`src/lss_pkg.sv`:
```
// shared types and codes for the lifo stack with search
package lss_pkg;

  localparam logic [1:0] OP_PUSH   = 2'd0;
  localparam logic [1:0] OP_POP    = 2'd1;
  localparam logic [1:0] OP_SEARCH = 2'd2;
  localparam logic [1:0] OP_CLEAR  = 2'd3;

  localparam logic [1:0] STAT_OK    = 2'd0;
  localparam logic [1:0] STAT_UNDER = 2'd1;
  localparam logic [1:0] STAT_OVER  = 2'd2;

  localparam int WORD_W = 32;

  typedef enum logic [1:0] {
    S_IDLE,
    S_POP_LOAD,
    S_SRCH_CMP
  } state_t;

  // datapath status seen by the sequencer
  typedef struct packed {
    logic empty;
    logic full;
    logic multi;
    logic hit;
    logic last;
  } stat_t;

  // sequencer commands to the datapath
  typedef struct packed {
    logic busy;
    logic push_ok;
    logic push_over;
    logic pop_ok;
    logic pop_under;
    logic pop_fetch;
    logic srch_start;
    logic srch_empty;
    logic srch_step;
    logic srch_done;
    logic clr;
    logic load_top;
  } ctrl_t;

endpackage

```
`src/lifo_stack_with_search_top.sv`:
```
// lifo stack of signed words with a membership search, top level and datapath
//
// a transaction is taken at a rising edge where start is high and busy is low;
// in_operation selects push, pop, search or clear and in_value carries the word.
// every transaction gives exactly one result, shown on the out_ ports for one
// cycle with out_valid high; the receiver has no way to hold it off.
// push, clear, a refused push, pop on one or no entries and search on empty: the result
// shows in the cycle after the accepting edge and busy stays low.
// pop with two or more entries: result in the next cycle, busy for one cycle
// while the new top word is read back from the store.
// search: one comparator scans the store from the bottom, one word a cycle
// through the registered ram read port, and stops at the first match or at the
// top entry, with busy high while it compares.
// the stored words hold top of stack in a register, so push and pop touch the
// ram through one write or one read.
// reset empties the stack at once; the ram contents are never cleared since
// only occupied entries are ever read.
module lifo_stack_with_search_top #(
  parameter int DEPTH = 64
) (
  input  logic               clk,
  input  logic               rst_n,
  input  logic               start,
  output logic               busy,
  input  logic [1:0]         in_operation,
  input  logic signed [31:0] in_value,
  output logic               out_valid,
  output logic signed [31:0] out_result_value,
  output logic               out_found,
  output logic               out_is_empty,
  output logic               out_is_full,
  output logic [1:0]         out_status
);

  import lss_pkg::*;

  localparam int AW = (DEPTH > 1) ? $clog2(DEPTH) : 1;
  localparam int CW = $clog2(DEPTH + 1);

  stat_t stat;
  ctrl_t ctrl;

  logic [CW-1:0]     count_r;
  logic [CW-1:0]     count_nxt;
  logic [WORD_W-1:0] top_r;
  logic [WORD_W-1:0] val_r;
  logic [AW-1:0]     idx_r;
  logic [AW-1:0]     idx_nxt;

  logic              rd_en;
  logic [AW-1:0]     rd_addr;
  logic [WORD_W-1:0] rd_data;

  logic              out_valid_r;
  logic [WORD_W-1:0] res_r;
  logic              found_r;
  logic              empty_r;
  logic              full_r;
  logic [1:0]        status_r;

  assign stat.empty = (count_r == '0);
  assign stat.full  = (count_r == CW'(DEPTH));
  assign stat.multi = (count_r >= CW'(2));
  assign stat.hit   = (rd_data == val_r);
  assign stat.last  = ({{(CW-AW){1'b0}}, idx_r} == (count_r - CW'(1)));

  lss_fsm u_fsm (
    .clk       (clk),
    .rst_n     (rst_n),
    .start     (start),
    .operation (in_operation),
    .stat      (stat),
    .ctrl      (ctrl)
  );

  // read port: new top after pop, first word of a scan, or the next scan word
  always_comb begin
    rd_en   = ctrl.pop_fetch || ctrl.srch_start || ctrl.srch_step;
    rd_addr = '0;
    if (ctrl.pop_fetch) begin
      rd_addr = AW'(count_r - CW'(2));
    end else if (ctrl.srch_step) begin
      rd_addr = idx_r + AW'(1);
    end
  end

  lss_ram #(
    .WIDTH (WORD_W),
    .DEPTH (DEPTH)
  ) u_ram (
    .clk     (clk),
    .wr_en   (ctrl.push_ok),
    .wr_addr (AW'(count_r)),
    .wr_data (in_value),
    .rd_en   (rd_en),
    .rd_addr (rd_addr),
    .rd_data (rd_data)
  );

  always_comb begin
    count_nxt = count_r;
    if (ctrl.clr) begin
      count_nxt = '0;
    end else if (ctrl.push_ok) begin
      count_nxt = count_r + CW'(1);
    end else if (ctrl.pop_ok) begin
      count_nxt = count_r - CW'(1);
    end
  end

  always_comb begin
    idx_nxt = idx_r;
    if (ctrl.srch_start) begin
      idx_nxt = '0;
    end else if (ctrl.srch_step) begin
      idx_nxt = idx_r + AW'(1);
    end
  end

  always_ff @(posedge clk) begin
    if (!rst_n) begin
      count_r     <= '0;
      out_valid_r <= 1'b0;
    end else begin
      count_r     <= count_nxt;
      out_valid_r <= ctrl.push_ok || ctrl.push_over || ctrl.pop_ok || ctrl.pop_under ||
                     ctrl.srch_empty || ctrl.srch_done || ctrl.clr;
    end
  end

  always_ff @(posedge clk) begin
    idx_r <= idx_nxt;
    if (ctrl.srch_start) begin
      val_r <= in_value;
    end
    if (ctrl.push_ok) begin
      top_r <= in_value;
    end else if (ctrl.load_top) begin
      top_r <= rd_data;
    end
  end

  // result registers, loaded in the cycle a transaction finishes
  always_ff @(posedge clk) begin
    if (ctrl.push_ok) begin
      res_r    <= in_value;
      found_r  <= 1'b0;
      empty_r  <= 1'b0;
      full_r   <= (count_nxt == CW'(DEPTH));
      status_r <= STAT_OK;
    end else if (ctrl.push_over) begin
      res_r    <= top_r;
      found_r  <= 1'b0;
      empty_r  <= 1'b0;
      full_r   <= 1'b1;
      status_r <= STAT_OVER;
    end else if (ctrl.pop_ok) begin
      res_r    <= top_r;
      found_r  <= 1'b0;
      empty_r  <= (count_nxt == '0);
      full_r   <= 1'b0;
      status_r <= STAT_OK;
    end else if (ctrl.pop_under || ctrl.srch_empty || ctrl.clr) begin
      res_r    <= '0;
      found_r  <= 1'b0;
      empty_r  <= 1'b1;
      full_r   <= 1'b0;
      status_r <= ctrl.pop_under ? STAT_UNDER : STAT_OK;
    end else if (ctrl.srch_done) begin
      res_r    <= top_r;
      found_r  <= stat.hit;
      empty_r  <= 1'b0;
      full_r   <= stat.full;
      status_r <= STAT_OK;
    end
  end

  assign busy             = ctrl.busy;
  assign out_valid        = out_valid_r;
  assign out_result_value = res_r;
  assign out_found        = found_r;
  assign out_is_empty     = empty_r;
  assign out_is_full      = full_r;
  assign out_status       = status_r;

endmodule

```
`src/lss_ram.sv`:
```
// generic single write port ram with registered read
module lss_ram #(
  parameter int WIDTH = 32,
  parameter int DEPTH = 64
) (
  input  logic                     clk,
  input  logic                     wr_en,
  input  logic [$clog2(DEPTH)-1:0] wr_addr,
  input  logic [WIDTH-1:0]         wr_data,
  input  logic                     rd_en,
  input  logic [$clog2(DEPTH)-1:0] rd_addr,
  output logic [WIDTH-1:0]         rd_data
);

  logic [WIDTH-1:0] mem [DEPTH];
  logic [WIDTH-1:0] rd_data_r;

  always_ff @(posedge clk) begin
    if (wr_en) begin
      mem[wr_addr] <= wr_data;
    end
    if (rd_en) begin
      rd_data_r <= mem[rd_addr];
    end
  end

  assign rd_data = rd_data_r;

endmodule

```
`src/lss_fsm.sv`:
```
// sequencer for push, pop refill and the one-word-a-cycle search scan
module lss_fsm (
  input  logic          clk,
  input  logic          rst_n,
  input  logic          start,
  input  logic [1:0]    operation,
  input  lss_pkg::stat_t stat,
  output lss_pkg::ctrl_t ctrl
);

  import lss_pkg::*;

  state_t state_r;
  state_t state_nxt;
  logic   accept;
  logic   scan_end;

  assign accept   = start && (state_r == S_IDLE);
  assign scan_end = stat.hit || stat.last;

  always_ff @(posedge clk) begin
    if (!rst_n) begin
      state_r <= S_IDLE;
    end else begin
      state_r <= state_nxt;
    end
  end

  always_comb begin
    state_nxt = state_r;
    unique case (state_r)
      S_IDLE: begin
        if (accept) begin
          if (operation == OP_POP && stat.multi) begin
            state_nxt = S_POP_LOAD;
          end else if (operation == OP_SEARCH && !stat.empty) begin
            state_nxt = S_SRCH_CMP;
          end
        end
      end
      S_POP_LOAD: begin
        state_nxt = S_IDLE;
      end
      S_SRCH_CMP: begin
        if (scan_end) begin
          state_nxt = S_IDLE;
        end
      end
      default: begin
        state_nxt = S_IDLE;
      end
    endcase
  end

  always_comb begin
    ctrl      = '0;
    ctrl.busy = (state_r != S_IDLE);
    unique case (state_r)
      S_IDLE: begin
        if (accept) begin
          unique case (operation)
            OP_PUSH: begin
              ctrl.push_ok   = !stat.full;
              ctrl.push_over = stat.full;
            end
            OP_POP: begin
              ctrl.pop_ok    = !stat.empty;
              ctrl.pop_under = stat.empty;
              ctrl.pop_fetch = stat.multi;
            end
            OP_SEARCH: begin
              ctrl.srch_start = !stat.empty;
              ctrl.srch_empty = stat.empty;
            end
            OP_CLEAR: begin
              ctrl.clr = 1'b1;
            end
            default: begin
              ctrl.clr = 1'b1;
            end
          endcase
        end
      end
      S_POP_LOAD: begin
        ctrl.load_top = 1'b1;
      end
      S_SRCH_CMP: begin
        ctrl.srch_done = scan_end;
        ctrl.srch_step = !scan_end;
      end
      default: begin
        ctrl.busy = 1'b1;
      end
    endcase
  end

endmodule
```
`config.mk`:
```
export PLATFORM = sky130hd
export DESIGN_NAME = lifo_stack_with_search_top
export DESIGN_NICKNAME = d
export VERILOG_FILES = /design/src/lss_pkg.sv /design/src/lifo_stack_with_search_top.sv /design/src/lss_ram.sv /design/src/lss_fsm.sv
export SDC_FILE = /design/constraint.sdc
export NUM_CORES = 2
export LEC_CHECK = 0
export ABC_AREA = 0
export BUFFER_PORTS_ARGS = -buffer_cell sky130_fd_sc_hd__buf_4
export CORE_MARGIN = 2
export CORE_UTILIZATION = 35
export DETAILED_ROUTE_END_ITERATION = 8
export GPL_ROUTABILITY_DRIVEN = 0
export SYNTH_ARGS = -nofsm -noshare
export SYNTH_HDL_FRONTEND = slang
export SYNTH_HIERARCHICAL = 1
export SYNTH_SLANG_ARGS = --single-unit
export TNS_END_PERCENT = 10
```
`constraint.sdc`:
```
create_clock -name clk -period 5.6 [get_ports clk]
set_input_delay 0.84 -clock clk [delete_from_list [all_inputs] [get_ports clk]]
set_output_delay 0.84 -clock clk [all_outputs]
set_load 0.02 [all_outputs]
```
; Word-level counts from Yosys, hierarchy flattened
; Memory sizes are Yosys's and may differ from the RTL's. A register that Yosys moved wholly into a read port is not among the register bits.
; Cells that the tools add are included.
[totals]
register_bits = 117
ramBits = 2048
in_bits = 37
output_inout_bits = 39
elab_cells = 105
memories = 1
[memory_table]
columns = name, words, word_bits, read_ports, rd_ports_with_merged_regs, write_ports, line_no
row1 = u_ram.mem, 64, 32, 1, 1, 1, lss_ram.sv:15  ; logic [WIDTH-1:0] mem [DEPTH];
[classes]
n_addsub = 4
n_lt_le_gt_ge = 1
n_eq_ne = 12
mux = 43
n_reduce_logical = 32
[ops]
columns = cell, n
row1 = 2-to-1 mux 32 bit, 7
row2 = 2-to-1 mux 7 bit, 5
row3 = == test 32 bit, 1
row4 = 2-to-1 mux 2 bit, 11
row5 = 2-to-1 mux 1 bit, 16
row6 = "== test 7 bit, second input constant", 2
row7 = zero test 7 bit, 2
row8 = 2-to-1 mux 6 bit, 2
row9 = logical OR 1 bit, 11
row10 = "adder 7 x 1 -> 7 bit, second input constant", 1
row11 = == test 6 x 7 -> 1 bit, 1
row12 = ">= comparator 7 x 2 -> 1 bit, second input constant", 1
row13 = "subtractor 7 x 1 -> 7 bit, second input constant", 1
row14 = "adder 6 x 1 -> 6 bit, second input constant", 1
row15 = "== test 2 bit, second input constant", 3
row16 = nonzero test 2 bit, 3
row17 = OR reduction 3 bit, 2
row18 = "subtractor 6 x 2 -> 6 bit, second input constant", 1
row19 = nonzero test 5 bit, 1
row20 = "== test 2 x 1 -> 1 bit, second input constant", 2
row21 = zero test 2 bit, 2
row22 = "inequality test 2 x 1 -> 1 bit, second input constant", 2
row23 = one-hot mux 2 bit (2 select lines), 1
row24 = nonzero test 4 bit, 1
row25 = 8 further kinds, 12

; Depth between registers and ports, before layout
[logic_depth]
ltp_word = 11
mapped_depth = 22
depth_no_buf = 16

; By module
; Netlist, hierarchy kept.
[by_module_without_submodules]
columns = module, instances, cells_per_inst, area_each_um2, seq_area_each_um2
row1 = lss_ram, 1, 3324, 78835.6, 62459.9
row2 = lifo_stack_with_search_top, 1, 383, 5301.3, 3273.1
row3 = lss_fsm, 1, 26, 221.5, 40.0

; Worst setup path before layout
; Ideal clock, no wire load.
[synth_timing]
kind = reg2reg
startpoint = reg count_r[0]
endpoint = reg u_ram.rd_data_r[0], in the netlist u_ram/rd_data[0] (read register of u_ram.mem), enable pin
setup_ns = 0.390
arrival_time_ns = 4.805
required_time_ns = 5.210
setup_slack_ns = 0.405
path_stages_with_launch = 8
path_buffers = 1
synth_period_minus_slack_ns = 5.195
path_cell_list = dfxtp_1 > clkbuf_1 > inv_1 > ha_1 > nand3_1 > nor2_1 > nor3_1 > or3_1
[synth_rtl]
columns = element, line_no
row1 = "start, declared", lifo_stack_with_search_top.sv:43  ; logic [CW-1:0] count_r;
row2 = "start signal, assigned", lifo_stack_with_search_top.sv:125  ; count_r <= count_nxt;
row3 = "end, declared", lss_ram.sv:16  ; logic [WIDTH-1:0] rd_data_r;

==> reports/results.tsv <==
metric	value	unit
post-place-cells	7032	
worst-path-max-fanout	17	
r2r_end	u_ram/rd_data[20]$_DFFE_PP_	
tns	0	ps
synth_edf_count	2177	
design_area	97690	µm²
die_area	245000	µm²
numClockSinks	2197	
dr.pass1.iters	5	
synth_top_area_share	77.49	%
ant_nets	0	
cap_violations	0	
clkLatencyLatePin	850	ps
grt_pass1_vias	40832	
cp_cell_sequence	xor2_1 -> nor4_1 -> nand4_1 -> nor2_1 -> or4b_4 -> inv_1 -> buf_4 -> nand2_1 -> o22ai_2 -> buf_4 -> nand2b_1 -> buf_4 -> a311oi_2 -> nor3_1	
post-place-ws	-109.9	ps
clk_pin_slew	60	ps
clock-root-buffer	clkbuf_16	
hold_end	u_fsm/state_r[1]$_SDFFE_PN0P_	
dr_total_vias	41077	
top_usage_layer	met2	
cpLargestDelayFamily	simple AND/OR/NAND/NOR gates	
globalRouteMet3Util	3.966	%
grt_first_pass_wirelength	317700	µm
cp_slowest_cell	nand2b_1	
die_y	494.9	µm
worst_pin_slew	1113	ps
slew_violations	0	
reg2reg_slack	140	ps
cts_max_level	4	
met2_usage	29.01	%
ys_top_cells_by_area	edfxtp_1 77%, mux4_2 15%, mux2i_1 1.1%	
ys_types	60	
synth_flop_cell	edfxtp_1	
hold_viol	0	
fin_crit	5464	ps
synth_top_family_by_area	multiplexers	
syn-instance-count	3733	
drt-total-wl	226600	µm
synth-compound-area-share	2.127	%
crit_path_frequent_cell	buf_4	
min_period_over_period	97.57	%
synth_commonest_cells	2,177 x edfxtp_1, 544 x mux4_2, 163 x nor2_1	
cts_setup_buffers	0	
cts_buffers	211	
placed_area	90760	µm²
r2r_start	u_ram/rd_data[16]$_DFFE_PP_	
start_kind	flop	
synth_xor_area_share	0.6229	%
synth_simple_gate_area_share	1.866	%
power_per_cell_area	364.9	nW/µm²
synth_nets	3778	
crit_path_end_kind	flop	
overflow	0	
core-area	240100	µm²
hp-start	rst_n	
min_delay_path_depth	2	
ys_ff_latch	2197	
rr_worst_depth	14	
stdcell_count	7434	
critical_path_required	6170	ps
fmax	0.1830	GHz
fin_util	40.69	%
cts.path.max_buffers	3	
skew	32.26	ps
arrival	6030	ps
drc	0	
synth-async-reset-ratio	0	%
dp_hpwl	130000	µm
slew_headroom	25.77	%
grt_max_degree	69	
synthMuxAreaShare	16.10	%
worst_ir_drop_vdd	0.0003407	V
yosys.area.top_type	edfxtp_1	
finalSetupViolCount	0	
cts_hold_buf	0	
use_met1	25.80	%
netlist_area	84360	µm²
fin_nets	4105	
die_w	494.9	µm
hold_class	in2reg	
grt_use_total	18.28	%
path_class	reg2reg	
ioPinCount	76	
crit_buf_inv	4	
start_util	35.14	%
drive_gt1_share	30.78	%
via_per_inst	5.526	
syn_area_per_cell	22.60	µm²
yosysWarningCount	6	
row_count	180	
outcome	complete, no violations	
drt-wirelength-per-cell	30.49	µm
ys_seq_area_share	77.97	%
portBuffers	75	
dr.first_iter.drc_count	5037	
antenna_found_initial	15	
synthAdderAreaFrac	0.1187	%
setup_ws	135.8	ps
p_leak	29.38	nW
syn_to_final_growth	15.81	%
rsz0062_at_grt	true	
cts_tree	yes	
max_stage_delay	710	ps
synth_most_common_cell	edfxtp_1	
[cell families (layout without fill, tap and decap cells)]
logic type | count (synthesis) | after routing
other cells | 0 | 9
fa+ha+maj | 8 | 8
simple gates | 322 | 322
mux | 672 | 672
flops | 2197 | 2197
compound gates | 262 | 262
buf+inv | 212 | 719
xor+xnor | 60 | 60
[per-layer routing]
layer  wire, µm  up-vias
met3      20090      257
met1      93740    22370
met5         56        -
li1           -    16528
met4       5098        8
met2     107600     1914
[area by class of cell]
cell class | instances | area (µm²)
Fill cell | 20975 | 142400
Sequential cell | 2197 | 65770
Multi-Input combinational cell | 1324 | 18210
Clock buffer | 260 | 5484
Tap cell | 3185 | 3985
Timing Repair Buffer | 319 | 2849
Clock inverter | 133 | 1344
Inverter | 7 | 30.03
Antenna cell | 9 | 22.52
[power breakdown]
group	internal [mW]	leakage, nW	switching [mW]
registers	18.3	19.8	0.139
clock network	7.96	3.34	6.20
logic	1.22	6.28	1.86
[how the worst max path moves through the flow]
stage | startpoint | to | cells after the start
6_report | u_ram/rd_data[16]$_DFFE_PP_ | u_ram/rd_data[20]$_DFFE_PP_ | 14
5_1_grt | count_r[0]$_SDFF_PN0_ | u_ram/rd_data[2]$_DFFE_PP_ | 19
4_1_cts | count_r[2]$_SDFF_PN0_ | u_ram/rd_data[22]$_DFFE_PP_ | 15
3_5_place_dp | count_r[2]$_SDFF_PN0_ | u_ram/rd_data[2]$_DFFE_PP_ | 17
3_3_place_gp | count_r[2]$_SDFF_PN0_ | u_ram/rd_data[15]$_DFFE_PP_ | 15
2_1_floorplan | count_r[0]$_SDFF_PN0_ | u_ram/rd_data[0]$_DFFE_PP_ | 7
[sequential cells by signal (all words and copies together), names as in the netlist]
| register | flops |
|---|---|
| idx_r | 6 |
| out_is_full | 1 |
| out_status | 2 |
| out_result_value | 32 |
| out_valid | 1 |
| u_fsm/state_r | 2 |
| top_r | 32 |
| count_r | 7 |
| out_is_empty | 1 |
| u_ram/mem | 2048 |
| val_r | 32 |
| out_found | 1 |
| u_ram/rd_data | 32 |
[timing repair]
item	in CTS	in global routing
gates resized for setup	7	8
pin swaps	0	0
setup endpoints to repair	7	12
[through the flow]
step,total power [mW],hold WS (ps)
3_5_place_dp,21.85,532.0
5_1_grt,36.67,291.8
6_report,35.65,326.8
4_1_cts,35.89,269.2
3_3_place_gp,21.82,516.3
2_1_floorplan,20.34,486.6
[cells in the final DEF (no fill, tap or decap), types with 38 or more instances in the layout]
cell type  instances
clkbuf_1          47
buf_4            282
clkinv_1          38
o22ai_1           81
edfxtp_1        2177
nor2_1           101
nor2_4            62
clkbuf_16        211
xor2_1            46
mux4_2           544
a21oi_1           62
clkinv_2          47
mux2i_1           94
(Power assumes the default switching activity.)
